### src/rtl/npm_pkg.sv
package npm_pkg;

    localparam logic [31:0] P_MOD = 32'd998244353;
    localparam logic [63:0] P64 = 64'd998244353;
    localparam logic [31:0] GEN = 32'd3;
    localparam int MONT_LAT = 5;
    localparam int ADDR_W = 6;

    typedef enum logic [1:0] {OP_GS, OP_CT, OP_PW, OP_SC} op_t;

    typedef struct packed {
        logic              load;
        logic              rd;
        logic              pre;
        logic              wr_lo;
        logic              wr_hi;
        logic              emit;
        logic              emit_last;
        logic              sel_b;
        logic              zero0;
        logic              zero1;
        op_t               op;
        logic [ADDR_W-1:0] addr0;
        logic [ADDR_W-1:0] addr1;
        logic [4:0]        tw;
        logic [2:0]        lg;
    } cmd_t;

    typedef logic [31:0][29:0] tw_arr_t;
    typedef logic [7:0][29:0] sc_arr_t;

    function automatic logic [31:0] mulmod(logic [31:0] a, logic [31:0] b);
        logic [63:0] t;
        t = {32'd0, a} * {32'd0, b};
        return 32'(t % P64);
    endfunction

    function automatic logic [31:0] powmod(logic [31:0] b, logic [31:0] e);
        logic [31:0] r;
        logic [31:0] x;
        r = 32'd1;
        x = b;
        for (int i = 0; i < 32; i++) begin
            if (e[i])
                r = mulmod(r, x);
            x = mulmod(x, x);
        end
        return r;
    endfunction

    localparam logic [31:0] R_MOD = 32'((64'd1 << 32) % P64);

    function automatic logic [31:0] mont_np();
        logic [31:0] inv;
        inv = P_MOD;
        for (int i = 0; i < 5; i++)
            inv = inv * (32'd2 - P_MOD * inv);
        return 32'd0 - inv;
    endfunction

    localparam logic [31:0] NP = mont_np();

    // powers of the 64th root of unity, Montgomery form
    function automatic tw_arr_t make_tw(logic inv);
        tw_arr_t t;
        logic [31:0] root;
        logic [31:0] w;
        root = powmod(GEN, (P_MOD - 32'd1) >> 6);
        if (inv)
            root = powmod(root, P_MOD - 32'd2);
        w = 32'd1;
        for (int k = 0; k < 32; k++) begin
            t[k] = 30'(mulmod(w, R_MOD));
            w = mulmod(w, root);
        end
        return t;
    endfunction

    // 1/L * R^2: undoes the R^-1 left by the pointwise product
    function automatic sc_arr_t make_sc();
        sc_arr_t t;
        logic [31:0] linv;
        t = '0;
        for (int lg = 1; lg < 7; lg++) begin
            linv = powmod(32'd1 << lg, P_MOD - 32'd2);
            t[lg] = 30'(mulmod(mulmod(linv, R_MOD), R_MOD));
        end
        return t;
    endfunction

    localparam tw_arr_t TW_FWD = make_tw(1'b0);
    localparam tw_arr_t TW_INV = make_tw(1'b1);
    localparam sc_arr_t SC_TAB = make_sc();

    function automatic int max_pow2(int ts);
        int p;
        p = 2;
        for (int i = 0; i < 6; i++)
            if (p * 2 <= ts && p * 2 <= 64)
                p = p * 2;
        return p;
    endfunction

    function automatic logic [2:0] lg_of(logic [5:0] n);
        logic [2:0] r;
        r = 3'd1;
        for (int i = 1; i < 6; i++)
            if ((7'd1 << i) < {n, 1'b0})
                r = 3'(i + 1);
        return r;
    endfunction

endpackage

### src/rtl/npm_ctrl.sv
module npm_ctrl
    import npm_pkg::*;
#(
    parameter int CAP = 32
)
(
    input  logic clk,
    input  logic rst_n,
    input  logic start,
    input  logic last,
    output logic busy,
    output cmd_t cmd
);

    localparam int CW = $clog2(CAP + 1);
    localparam logic [CW-1:0] CAP_W = CW'(CAP);

    typedef enum logic [2:0] {S_IDLE, S_RD, S_PRE, S_WAIT, S_WR1, S_WR2, S_EMIT} state_t;
    typedef enum logic [2:0] {PH_FA, PH_FB, PH_PW, PH_INV, PH_SC} phase_t;

    state_t state_reg, state_next;
    phase_t phase_reg, phase_next;
    logic [CW-1:0] cnt_reg, cnt_next, n_reg, n_next, n_in;
    logic [2:0] lg_reg, lg_next, e_reg, e_next, wcnt_reg, wcnt_next;
    logic [5:0] k_reg, k_next, half, j, bi, bf_end, full_end;
    logic [6:0] len;
    logic bfly, mask, adv;

    assign len      = 7'd1 << lg_reg;
    assign half     = 6'd1 << (e_reg - 3'd1);
    assign j        = k_reg & (half - 6'd1);
    assign bi       = ((k_reg >> (e_reg - 3'd1)) << e_reg) | j;
    assign bf_end   = 6'(len >> 1) - 6'd1;
    assign full_end = 6'(len - 7'd1);
    assign bfly     = (phase_reg == PH_FA) || (phase_reg == PH_FB) || (phase_reg == PH_INV);
    // first forward stage reads the padding: those words read as zero
    assign mask     = ((phase_reg == PH_FA) || (phase_reg == PH_FB)) && (e_reg == lg_reg);
    assign n_in     = (cnt_reg < CAP_W) ? cnt_reg + CW'(1) : cnt_reg;
    assign busy     = (state_reg != S_IDLE);

    always_comb
    begin
        state_next = state_reg;
        phase_next = phase_reg;
        cnt_next   = cnt_reg;
        n_next     = n_reg;
        lg_next    = lg_reg;
        e_next     = e_reg;
        k_next     = k_reg;
        wcnt_next  = wcnt_reg;
        adv        = 1'b0;

        cmd        = '0;
        cmd.lg     = lg_reg;
        cmd.tw     = 5'(j << (3'd6 - e_reg));
        cmd.addr0  = bfly ? bi : k_reg;
        cmd.addr1  = bi | half;
        cmd.sel_b  = (phase_reg == PH_FB);
        cmd.zero0  = mask && (7'(cmd.addr0) >= 7'(n_reg));
        cmd.zero1  = mask && (7'(cmd.addr1) >= 7'(n_reg));
        case (phase_reg)
            PH_FA, PH_FB: cmd.op = OP_GS;
            PH_INV:       cmd.op = OP_CT;
            PH_PW:        cmd.op = OP_PW;
            default:      cmd.op = OP_SC;
        endcase

        case (state_reg)
            S_IDLE:
            begin
                cmd.addr0 = 6'(cnt_reg);
                cmd.zero0 = 1'b0;
                cmd.zero1 = 1'b0;
                cmd.sel_b = 1'b0;
                if (start)
                begin
                    if (cnt_reg < CAP_W)
                    begin
                        cmd.load = 1'b1;
                        cnt_next = cnt_reg + CW'(1);
                    end
                    if (last)
                    begin
                        n_next     = n_in;
                        lg_next    = lg_of(6'(n_in));
                        e_next     = lg_of(6'(n_in));
                        k_next     = '0;
                        phase_next = PH_FA;
                        cnt_next   = '0;
                        state_next = S_RD;
                    end
                end
            end
            S_RD:
            begin
                cmd.rd     = 1'b1;
                state_next = S_PRE;
            end
            S_PRE:
            begin
                cmd.pre    = 1'b1;
                wcnt_next  = '0;
                state_next = S_WAIT;
            end
            S_WAIT:
            begin
                if (wcnt_reg == 3'(MONT_LAT - 1))
                    state_next = S_WR1;
                else
                    wcnt_next = wcnt_reg + 3'd1;
            end
            S_WR1:
            begin
                cmd.wr_lo = 1'b1;
                if (bfly)
                    state_next = S_WR2;
                else
                    adv = 1'b1;
            end
            S_WR2:
            begin
                cmd.wr_hi = 1'b1;
                adv       = 1'b1;
            end
            S_EMIT:
            begin
                cmd.addr0     = k_reg;
                cmd.zero0     = 1'b0;
                cmd.zero1     = 1'b0;
                cmd.sel_b     = 1'b0;
                cmd.rd        = 1'b1;
                cmd.emit      = 1'b1;
                cmd.emit_last = ({1'b0, k_reg} == {n_reg, 1'b0} - 7'd1);
                if (cmd.emit_last)
                    state_next = S_IDLE;
                else
                    k_next = k_reg + 6'd1;
            end
            default:
            begin
                state_next = S_IDLE;
            end
        endcase

        if (adv)
        begin
            state_next = S_RD;
            k_next     = k_reg + 6'd1;
            case (phase_reg)
                PH_FA, PH_FB:
                begin
                    if (k_reg == bf_end)
                    begin
                        k_next = '0;
                        if (e_reg == 3'd1)
                        begin
                            if (phase_reg == PH_FA)
                            begin
                                phase_next = PH_FB;
                                e_next     = lg_reg;
                            end
                            else
                                phase_next = PH_PW;
                        end
                        else
                            e_next = e_reg - 3'd1;
                    end
                end
                PH_PW:
                begin
                    if (k_reg == full_end)
                    begin
                        k_next     = '0;
                        phase_next = PH_INV;
                        e_next     = 3'd1;
                    end
                end
                PH_INV:
                begin
                    if (k_reg == bf_end)
                    begin
                        k_next = '0;
                        if (e_reg == lg_reg)
                            phase_next = PH_SC;
                        else
                            e_next = e_reg + 3'd1;
                    end
                end
                default:
                begin
                    if (k_reg == full_end)
                    begin
                        k_next     = '0;
                        state_next = S_EMIT;
                    end
                end
            endcase
        end
    end

    always_ff @(posedge clk or negedge rst_n)
    begin
        if (!rst_n)
        begin
            state_reg <= S_IDLE;
            phase_reg <= PH_FA;
            cnt_reg   <= '0;
            n_reg     <= '0;
            lg_reg    <= 3'd1;
            e_reg     <= 3'd1;
            k_reg     <= '0;
            wcnt_reg  <= '0;
        end
        else
        begin
            state_reg <= state_next;
            phase_reg <= phase_next;
            cnt_reg   <= cnt_next;
            n_reg     <= n_next;
            lg_reg    <= lg_next;
            e_reg     <= e_next;
            k_reg     <= k_next;
            wcnt_reg  <= wcnt_next;
        end
    end

endmodule

### config.mk
export PLATFORM = sky130hd
export DESIGN_NAME = npm_ctrl
export DESIGN_NICKNAME = d
export VERILOG_FILES = /design/src/rtl/npm_pkg.sv /design/src/rtl/npm_ctrl.sv
export SDC_FILE = /design/constraint.sdc
export NUM_CORES = 1
export LEC_CHECK = 0
export BUFFER_PORTS_ARGS = -buffer_cell sky130_fd_sc_hd__buf_2
export CORE_UTILIZATION = 55
export CTS_BUF_LIST = sky130_fd_sc_hd__clkbuf_2
export CTS_CLUSTER_SIZE = 30
export DETAILED_ROUTE_END_ITERATION = 16
export GPL_ROUTABILITY_DRIVEN = 0
export PLACE_DENSITY = 0.78
export SYNTH_ARGS = -nofsm -noshare
export SYNTH_HDL_FRONTEND = slang
export SYNTH_SLANG_ARGS = --single-unit
### constraint.sdc
create_clock -name clk -period 4.3 [get_ports clk]
set_clock_uncertainty 0.15 [all_clocks]
set_input_delay 0.86 -clock clk [delete_from_list [all_inputs] [get_ports clk]]
set_output_delay 0.86 -clock clk [all_outputs]
set_load 0.05 [all_outputs]
### Word level (Yosys, flattened, before mapping)

Index checks and enable logic that the tools add are counted.

* output and inout port bits: 33
* word-level logic and storage cells: 139
* bits in registers: 33
* bits of input ports: 4

* magnitude comparators: 8
* bitwise gates (word level): 3
* reduce and logical (&&, ||, !) cells: 20
* shifts and indexed selects: 5
* muxes and demuxes: 62
* add/sub/neg operators: 10
* equal/unequal tests: 23

Operators with widths (count)
* 2-to-1 mux 3 bit: 33
* 2-to-1 mux 6 bit: 10
* one-hot mux 6 bit (2 select lines): 2
* one-hot mux 3 bit (7 select lines): 1
* inequality test 3 bit, second input constant: 6
* one-hot mux 3 bit (3 select lines): 2
* subtractor 6 x 1 -> 6 bit, second input constant: 3
* adder 6 x 1 -> 6 bit, second input constant: 2
* equality test 3 x 2 -> 1 bit, second input constant: 4
* equality test 3 bit, second input constant: 4
* equality test 6 bit: 2
* greater-or-equal comparator 6 bit: 2
* OR 6 bit: 2
* equality test 3 x 1 -> 1 bit, second input constant: 3
* 2-to-1 mux 1 bit: 8
* equality test 6 x 7 -> 1 bit: 1
* < comparator 2 x 7 -> 1 bit, first input constant: 1
* < comparator 3 x 7 -> 1 bit, first input constant: 1
* < comparator 4 x 7 -> 1 bit, first input constant: 1
* < comparator 5 x 7 -> 1 bit, first input constant: 1
* < comparator 6 x 7 -> 1 bit, first input constant: 1
* << shifter 1 x 3 -> 7 bit, first input constant: 1
* subtractor 7 x 1 -> 7 bit, second input constant: 1
* adder 3 x 1 -> 3 bit, second input constant: 2
* other kinds (26): 37

### Logic depth before layout (Yosys ltp)

Gate-level depths: netlist (run 1).

* word-level depth: 16
* gate-level depth with buffers: 18
* depth with buffers taken out: 16

### Worst setup path after synthesis (run 1)

No wires, ideal clock.

* path kind: flip-flop to output port
* start point: reg e_reg[1]
* end point: out cmd[22] (netlist name)
* arrival time: 4.464 ns
* setup slack: -1.174 ns
* buffers on the path: 2
* data required time: 3.290 ns
* cell stages (with the launch flop): 18
* path through: dfrtp_1 clkbuf_1 inv_1 ha_1 clkbuf_1 xnor2_1 mux4_2 a21oi_1 nor2_1 mux2_2 a21oi_1 nand2_1 ha_1 a21o_1 a21o_1 a21o_1 a21oi_1 nor2_1

RTL lines
* start, declared: line npm_ctrl.sv:24 `logic [2:0] lg_reg, lg_next, e_reg, e_next, wcnt_reg, wcnt_next;`
* start signal, assigned: line npm_ctrl.sv:221 `e_reg <= e_next;`
* end, declared: line npm_ctrl.sv:12 `output cmd_t cmd`

==> results of run 1 <==
-- stage by stage --
| stage | instances | area, µm² |
|---|---|---|
| 4_1_cts | 683 | 4720 |
| 3_5_place_dp | 673 | 4610 |
| 5_1_grt | 683 | 4740 |
| 3_3_place_gp | 673 | 4610 |
| 6_report | 683 | 4740 |
| 2_1_floorplan | 539 | 4230 |
-- layer usage --
layer / wire length, µm / GRT usage (%) / share of wire [%]
met1: 5210 / 45.7 / 42
met4: 425 / 13.3 / 3.4
met2: 5820 / 55.0 / 46
met3: 1080 / 3.77 / 8.6
met5: 0 / 0 / 0
-- kinds of logic (layout without fill, tap and decap cells) --
kind of cell	after synthesis	count (layout)	share of synthesized area [%]
fa+ha+maj	29	29	8.90
mux	15	15	4.17
buf+inv	66	111	7.09
compound gates	171	171	28.9
simple gates	197	197	24.7
flops	33	33	20.3
xor+xnor	28	28	6.01
-- cells in the final DEF, fill, tap and decap left out, drive strengths merged, types with 3 or more instances in the layout --
master,instances
o31ai,10
o221ai,3
clkbuf,5
o21a,4
xor2,20
a21oi,31
nor4,3
buf,77
nor2,30
dfrtp,31
mux2,6
o22ai,5
a22oi,10
and2,6
ha,29
nand2,64
xnor2,8
nor3b,3
a311oi,4
nor3,15
nand4b,5
mux2i,8
nand3,17
a31oi,10
o21ai,45
a22o,4
a21o,13
nor2b,8
o211ai,4
a211oi,6
inv,27
or2,6
nand2b,14
and3,8
or3,4
nand4,3
-- final cells by class --
| type | count | share of cell area, % |
|---|---|---|
| multi-input combinational | 440 | 66.4 |
| sequential | 33 | 17.5 |
| timing repair buffer | 77 | 10.5 |
| tap | 99 | 2.61 |
| inverter | 27 | 2.30 |
| clock buffer | 5 | 0.528 |
| clock inverter | 2 | 0.238 |
-- what timing repair did --
item | 4_1_cts | 5_1_grt
resized for setup | 11 | 5
setup endpoints to repair | 2 | 3
setup buffers | 3 | 0
pin swaps | 1 | 0
-- worst register-to-register path, cell delays in order, from the launching register on --
cell and delay, ns:
dfrtp_1 0.55, or3b_1 0.47, ha_1 0.27, or4_1 0.40, a31oi_1 0.18, o21ai_2 0.12
a2111oi_4 0.65, a21o_1 0.23, o2111ai_1 0.12, a22o_1 0.23
-- worst max path at each step --
stage          startpoint       to  slack [ns]  cells past startpoint
3_3_place_gp     e_reg[0]  cmd[22]       -0.17                     16
2_1_floorplan    e_reg[0]  cmd[22]       -0.11                     15
6_report         e_reg[0]  cmd[22]       -0.44                     16
5_1_grt          e_reg[0]  cmd[22]       -0.62                     16
4_1_cts          e_reg[0]  cmd[23]       -0.45                     16
3_5_place_dp     e_reg[0]  cmd[22]       -0.26                     16
-- power groups by stage --
stage          sequential, W  clock [W]  combinational, W
3_5_place_dp        0.000602          0           0.00276
5_1_grt             0.000620   0.000167           0.00312
4_1_cts             0.000595   0.000150           0.00283
3_3_place_gp        0.000595          0           0.00268
2_1_floorplan       0.000558          0           0.00213
6_report            0.000600   0.000150           0.00288
==> flow_metrics.env, run 1 <==
export IMPL_routedWlPerCell_um=18.4
export IMPL_worstSetupStartpointType="flop"
export IMPL_async_flop_share_pct=100
export IMPL_grt_pass1_wl_um=20000
export IMPL_r2r_slack_ns=0.83
export IMPL_grt_remaining_overflow=0
export IMPL_crit_path_end_kind="primary output"
export IMPL_ys_warn_count=0
export IMPL_path_cells="inv_4, ha_4, xnor2_4, mux4_2, a21oi_4, nor2_2, a211oi_2, ha_1, nand2b_1, a21o_1, a21o_1, a21o_1, a21o_1, a21oi_2, nor2_4, buf_2"
export IMPL_tightest_slew_ns=0.778
export IMPL_wl_um=12500
export IMPL_synth_top_area_cell="dfrtp_1"
export IMPL_drtAntennaViolNets=0
export IMPL_nNetsFinal=617
export IMPL_path_delay_family="compound AO/OA/AOI/OAI gates"
export IMPL_cpPeakStageDelay_ns=0.59
export IMPL_n_fill_cell=643
export IMPL_tns_ns=-0.866
export IMPL_cts_buffers=5
export IMPL_synth_seq_cells=33
export IMPL_p_seq_share_pct=16.5
export IMPL_preCtsSetupSlack_ns=-0.257
export IMPL_violations="negative setup slack"
export IMPL_core_area_mm2=0.00721
export IMPL_initial_utilization_pct=56.5
export IMPL_drtPass1Iterations=8
export IMPL_min_period_ns=4.74
export IMPL_fin_ws_ns=-0.439
export IMPL_seq_area_frac_synth_pct=20.3
export IMPL_p_leak_nw=2.07
export IMPL_fmax_ghz=0.211
export IMPL_yosys_top_cells_area="dfrtp_1 19%, ha_1 8.9%, nand2_1 5.9%"
export IMPL_clock_latency_ns=0.39
export IMPL_via_per_inst=6.48
export IMPL_powerDensity_mw_per_mm2=767
export IMPL_ff2ff_path_depth=9
export IMPL_crit_path_top_delay_cell="dfstp_2"
export IMPL_intPower_w=0.00152
export IMPL_total_power_w=0.00363
export IMPL_slew_viol_final=0
export IMPL_h_tree_depth=2
export IMPL_antenna_found_initial=0
export IMPL_dpl_hpwl_um=9400
export IMPL_final_core_util_pct=65.7
export IMPL_crit_required_ns=3.29
export IMPL_rows=31
export IMPL_synthFlopType="dfrtp_1"
export IMPL_remaining_drc_errors=0
export IMPL_yosysTopAreaCellShare_pct=19.0
export IMPL_hold_violations=0
export IMPL_worst_ep_arrival_time_ns=3.73
export IMPL_seq_area_um2=828
export IMPL_grt_usage_pct=33.7
export IMPL_p_clk_share_pct=4.1
export IMPL_clockBufferDepth=2
export IMPL_ys_top_cells_by_count="64 x nand2_1, 31 x dfrtp_1, 30 x a21oi_1, 30 x nor2_1"
export IMPL_cp_num_buf_inv=2
export IMPL_slew_limit_headroom_pct=48.1
export IMPL_drive_gt1_share_pct=24.0
export IMPL_rsz0062_at_grt="true"
export IMPL_cts_root_buffer="clkbuf_2"
export IMPL_die_h_um=88.1
export IMPL_critPathMaxFanout=4
export IMPL_clkTransAtPathRegs_ns=0.18
export IMPL_reg2reg_from="lg_reg[2]"
export IMPL_synthMostInstantiatedCell="nand2_1"
export IMPL_r2r_end="e_reg[2]"
export IMPL_dieArea_mm2=0.00776
export IMPL_p_comb_share_pct=79.4
export IMPL_drt_iter0_drc=402
export IMPL_postSynthNetCount=572
export IMPL_synth_edf_count=0
export IMPL_post_route_period_util_pct=110
export IMPL_outcome="finished, violations left"
export IMPL_setup_viol=2
export IMPL_critical_path_class="flop to primary output"
export IMPL_clock_sinks=33
export IMPL_avgSynthCellArea_um2=7.57
export IMPL_maxCapViolations=0
export IMPL_hold_ws_ns=0.376
export IMPL_multi_input_area_mm2=0.00315
export IMPL_dr_total_vias=4428
export IMPL_vdd_ir_drop_max_mv=0.430
export IMPL_grt_start_max_net_pins=34
export IMPL_yosys_cell_types_count=78
export IMPL_cp_common_cell="a21o_1"
export IMPL_hp_class="input pin to async pin"
export IMPL_portBuffers=36
export IMPL_p_sw_share_pct=58.1
export IMPL_io_pins=37
export IMPL_layout_area_overhead_vs_synth_pct=16.2
export IMPL_die_x_um=88.1
export IMPL_grt_pass1_vias=3965
export IMPL_ctsHoldBuffers=0
export IMPL_switching_power_w=0.00211
export IMPL_synth_area_mm2=0.00408
export IMPL_cts_tree="built"
export IMPL_diodes=0
export IMPL_synthCells=539
Note: power is estimated with default switching activity, not from simulation.
==> run 2: changes to the inputs <==
--- a/config.mk
+++ b/config.mk
@@ -6,12 +6,14 @@
 export NUM_CORES = 1
 export LEC_CHECK = 0
 export BUFFER_PORTS_ARGS = -buffer_cell sky130_fd_sc_hd__buf_2
-export CORE_UTILIZATION = 55
+export CELL_PAD_IN_SITES_DETAIL_PLACEMENT = 1
+export CELL_PAD_IN_SITES_GLOBAL_PLACEMENT = 1
+export CORE_UTILIZATION = 42
 export CTS_BUF_LIST = sky130_fd_sc_hd__clkbuf_2
 export CTS_CLUSTER_SIZE = 30
 export DETAILED_ROUTE_END_ITERATION = 16
 export GPL_ROUTABILITY_DRIVEN = 0
-export PLACE_DENSITY = 0.78
+export PLACE_DENSITY_LB_ADDON = 0.1
 export SYNTH_ARGS = -nofsm -noshare
 export SYNTH_HDL_FRONTEND = slang
 export SYNTH_SLANG_ARGS = --single-unit
==> run 2 against run 1 <==
  * The flow still finishes with violations (negative setup slack)
  * First-iteration DRC count shrank 47%
  * Critical path depth grew 1
  * Cell area rose by 4.7%
  * Routed wire length is 24% higher
  * Worst hold slack got worse by 0.023 ns
  * Register-to-register slack worse by 0.16 ns
  * Global-route usage shrank 2.0 points
  * Sequential cell count did not move
  * Clock-buffer cell count unchanged
==> flow_metrics.env, run 2 (synthesis gave the netlist of run 1 again) <==
export IMPL_outcome="finished, violations left"
export IMPL_violations="negative setup slack"
export IMPL_nNetsFinal=626
export IMPL_met3_usage_pct=3.19
export IMPL_routedWlPerCell_um=21.5
export IMPL_h_tree_depth=2
export IMPL_n_fill_cell=1189
export IMPL_die_x_um=101
export IMPL_clockBufferDepth=2
export IMPL_grt_pass1_vias=4541
export IMPL_core_area_mm2=0.00933
export IMPL_fin_ws_ns=-0.545
export IMPL_critical_path_class="flop to primary output"
export IMPL_io_pins=37
export IMPL_vdd_ir_drop_max_mv=0.361
export IMPL_portBuffers=36
export IMPL_grt_start_max_net_pins=34
export IMPL_clock_latency_ns=0.41
export IMPL_worst_ep_arrival_time_ns=3.83
export IMPL_slew_viol_final=0
export IMPL_antenna_found_initial=0
export IMPL_clock_sinks=33
export IMPL_drtPass1Iterations=4
export IMPL_layout_common_cells="61 x nand2_1, 47 x buf_4, 31 x dfrtp_1, 31 x buf_2, 28 x o21ai_0"
export IMPL_final_common_cell="nand2_1"
export IMPL_setup_viol=3
export IMPL_cp_num_buf_inv=3
export IMPL_cts_root_buffer="clkbuf_2"
export IMPL_remaining_drc_errors=0
export IMPL_wl_um=15600
export IMPL_reg2reg_from="lg_reg[0]"
export IMPL_dr_total_vias=4435
export IMPL_grt_util_met1_pct=41.4
export IMPL_path_cells="inv_4, ha_4, xnor2_4, mux4_2, a21oi_4, buf_4, o21ai_4, a21oi_4, nand2_4, ha_1, a21o_1, a21o_1, a21o_1, a21o_1, a21oi_2, nor2_4, buf_6"
export IMPL_rows=35
export IMPL_cp_common_cell="a21o_1"
export IMPL_path_delay_family="compound AO/OA/AOI/OAI gates"
export IMPL_drive_gt1_share_pct=26.9
export IMPL_multi_input_area_mm2=0.00322
export IMPL_via_per_inst=6.13
export IMPL_p_leak_nw=2.15
export IMPL_crit_path_top_delay_cell="dfstp_2"
export IMPL_grt_usage_pct=31.7
export IMPL_crit_path_end_kind="primary output"
export IMPL_cp_num_cells=17
export IMPL_hold_violations=0
export IMPL_diodes=0
export IMPL_slew_limit_headroom_pct=45.3
export IMPL_cts_tree="built"
export IMPL_post_route_period_util_pct=113
export IMPL_min_period_ns=4.84
export IMPL_top_usage_layer="met2"
export IMPL_crit_start="e_reg[0]"
export IMPL_tightest_slew_ns=0.820
export IMPL_grt_remaining_overflow=0
export IMPL_use_met2_pct=53.9
export IMPL_placed_area_mm2=0.00468
export IMPL_crit_required_ns=3.29
export IMPL_critPathMaxFanout=3
export IMPL_worstSetupStartpointType="flop"
export IMPL_cts_buffers=5
export IMPL_hp_class="input pin to async pin"
export IMPL_seq_area_um2=828
export IMPL_initial_utilization_pct=43.7
export IMPL_layout_area_overhead_vs_synth_pct=21.7
export IMPL_dieArea_mm2=0.0101
export IMPL_dpl_hpwl_um=11600
export IMPL_rsz0062_at_grt="true"
export IMPL_ff2ff_path_depth=10
export IMPL_cpPeakStageDelay_ns=0.61
export IMPL_clkTransAtPathRegs_ns=0.21
export IMPL_drtAntennaViolNets=0
export IMPL_fin_area_mm2=0.00496
export IMPL_powerDensity_mw_per_mm2=781
export IMPL_grt_pass1_wl_um=24600
export IMPL_total_power_w=0.00388
export IMPL_fmax_ghz=0.206
export IMPL_drt_iter0_drc=215
export IMPL_maxCapViolations=0
export IMPL_die_h_um=101
==> run 2: through the flow <==
stage               hold slack (ns)  TNS (ns)  cells  setup slack [ns]  util, %
finish                        0.354     -1.11    723            -0.545     53.2
global route                  0.388     -1.46    723            -0.656     53.2
CTS                           0.377     -1.07    719            -0.548     52.0
detailed placement            0.374    -0.352    708            -0.183     50.2
global placement              0.340    -0.218    708            -0.124     50.2
floorplan                     0.313    -0.147    539            -0.114        -
==> run 2: cell type report <==
type,instances,area share (%)
clock inverters,3,0.353
repair buffers,86,12.1
flip-flops and latches,33,16.7
well taps,129,3.25
inverters,27,2.24
multi-input cells,440,64.8
clock buffers,5,0.504
==> run 2: path summary, 6_finish.rpt <==
check                      slack (ns)           to
max in group asynchronous        3.12     k_reg[0]
min                              0.35  wcnt_reg[1]
max                             -0.54      cmd[22]
min in group clk                 0.42     n_reg[1]
max reg2reg                      0.67     e_reg[2]
min reg2reg                      0.42     n_reg[1]
==> run 2: worst reg2reg max path, delay by kind of cell, from the launching register on <==
| family | cells | cell delay, ns |
|---|---|---|
| AND/OR/NAND/NOR | 2 | 0.91 |
| buffers and inverters | 1 | 0.24 |
| adder cells (fa/ha/maj) | 1 | 0.38 |
| AO/OA/AOI/OAI | 6 | 1.17 |
| flip-flops | 1 | 0.71 |
==> run 2: report_power, final <==
| part | switching [W] | internal (W) | leakage (nW) | total [W] |
|---|---|---|---|---|
| registers | 0.000208 | 0.000418 | 0.424 | 0.000627 |
| clock network | 0.000127 | 0.0000385 | 0.0304 | 0.000165 |
| logic | 0.00194 | 0.00115 | 1.69 | 0.00309 |
==> run 2: repair_timing <==
item / 4_1_cts / 5_1_grt
buffers inserted: 3 / 5
resized for setup: 23 / 21
pin swaps: 16 / 9
setup endpoints to repair: 3 / 6
hold buffers: 0 / 0
==> run 2: metal layers <==
layer | share of wire [%] | vias to the layer above
met5 | 0 | -
met3 | 3.3 | 37
met4 | 3.4 | 0
li1 | - | 2071
met1 | 45 | 2206
met2 | 48 | 121
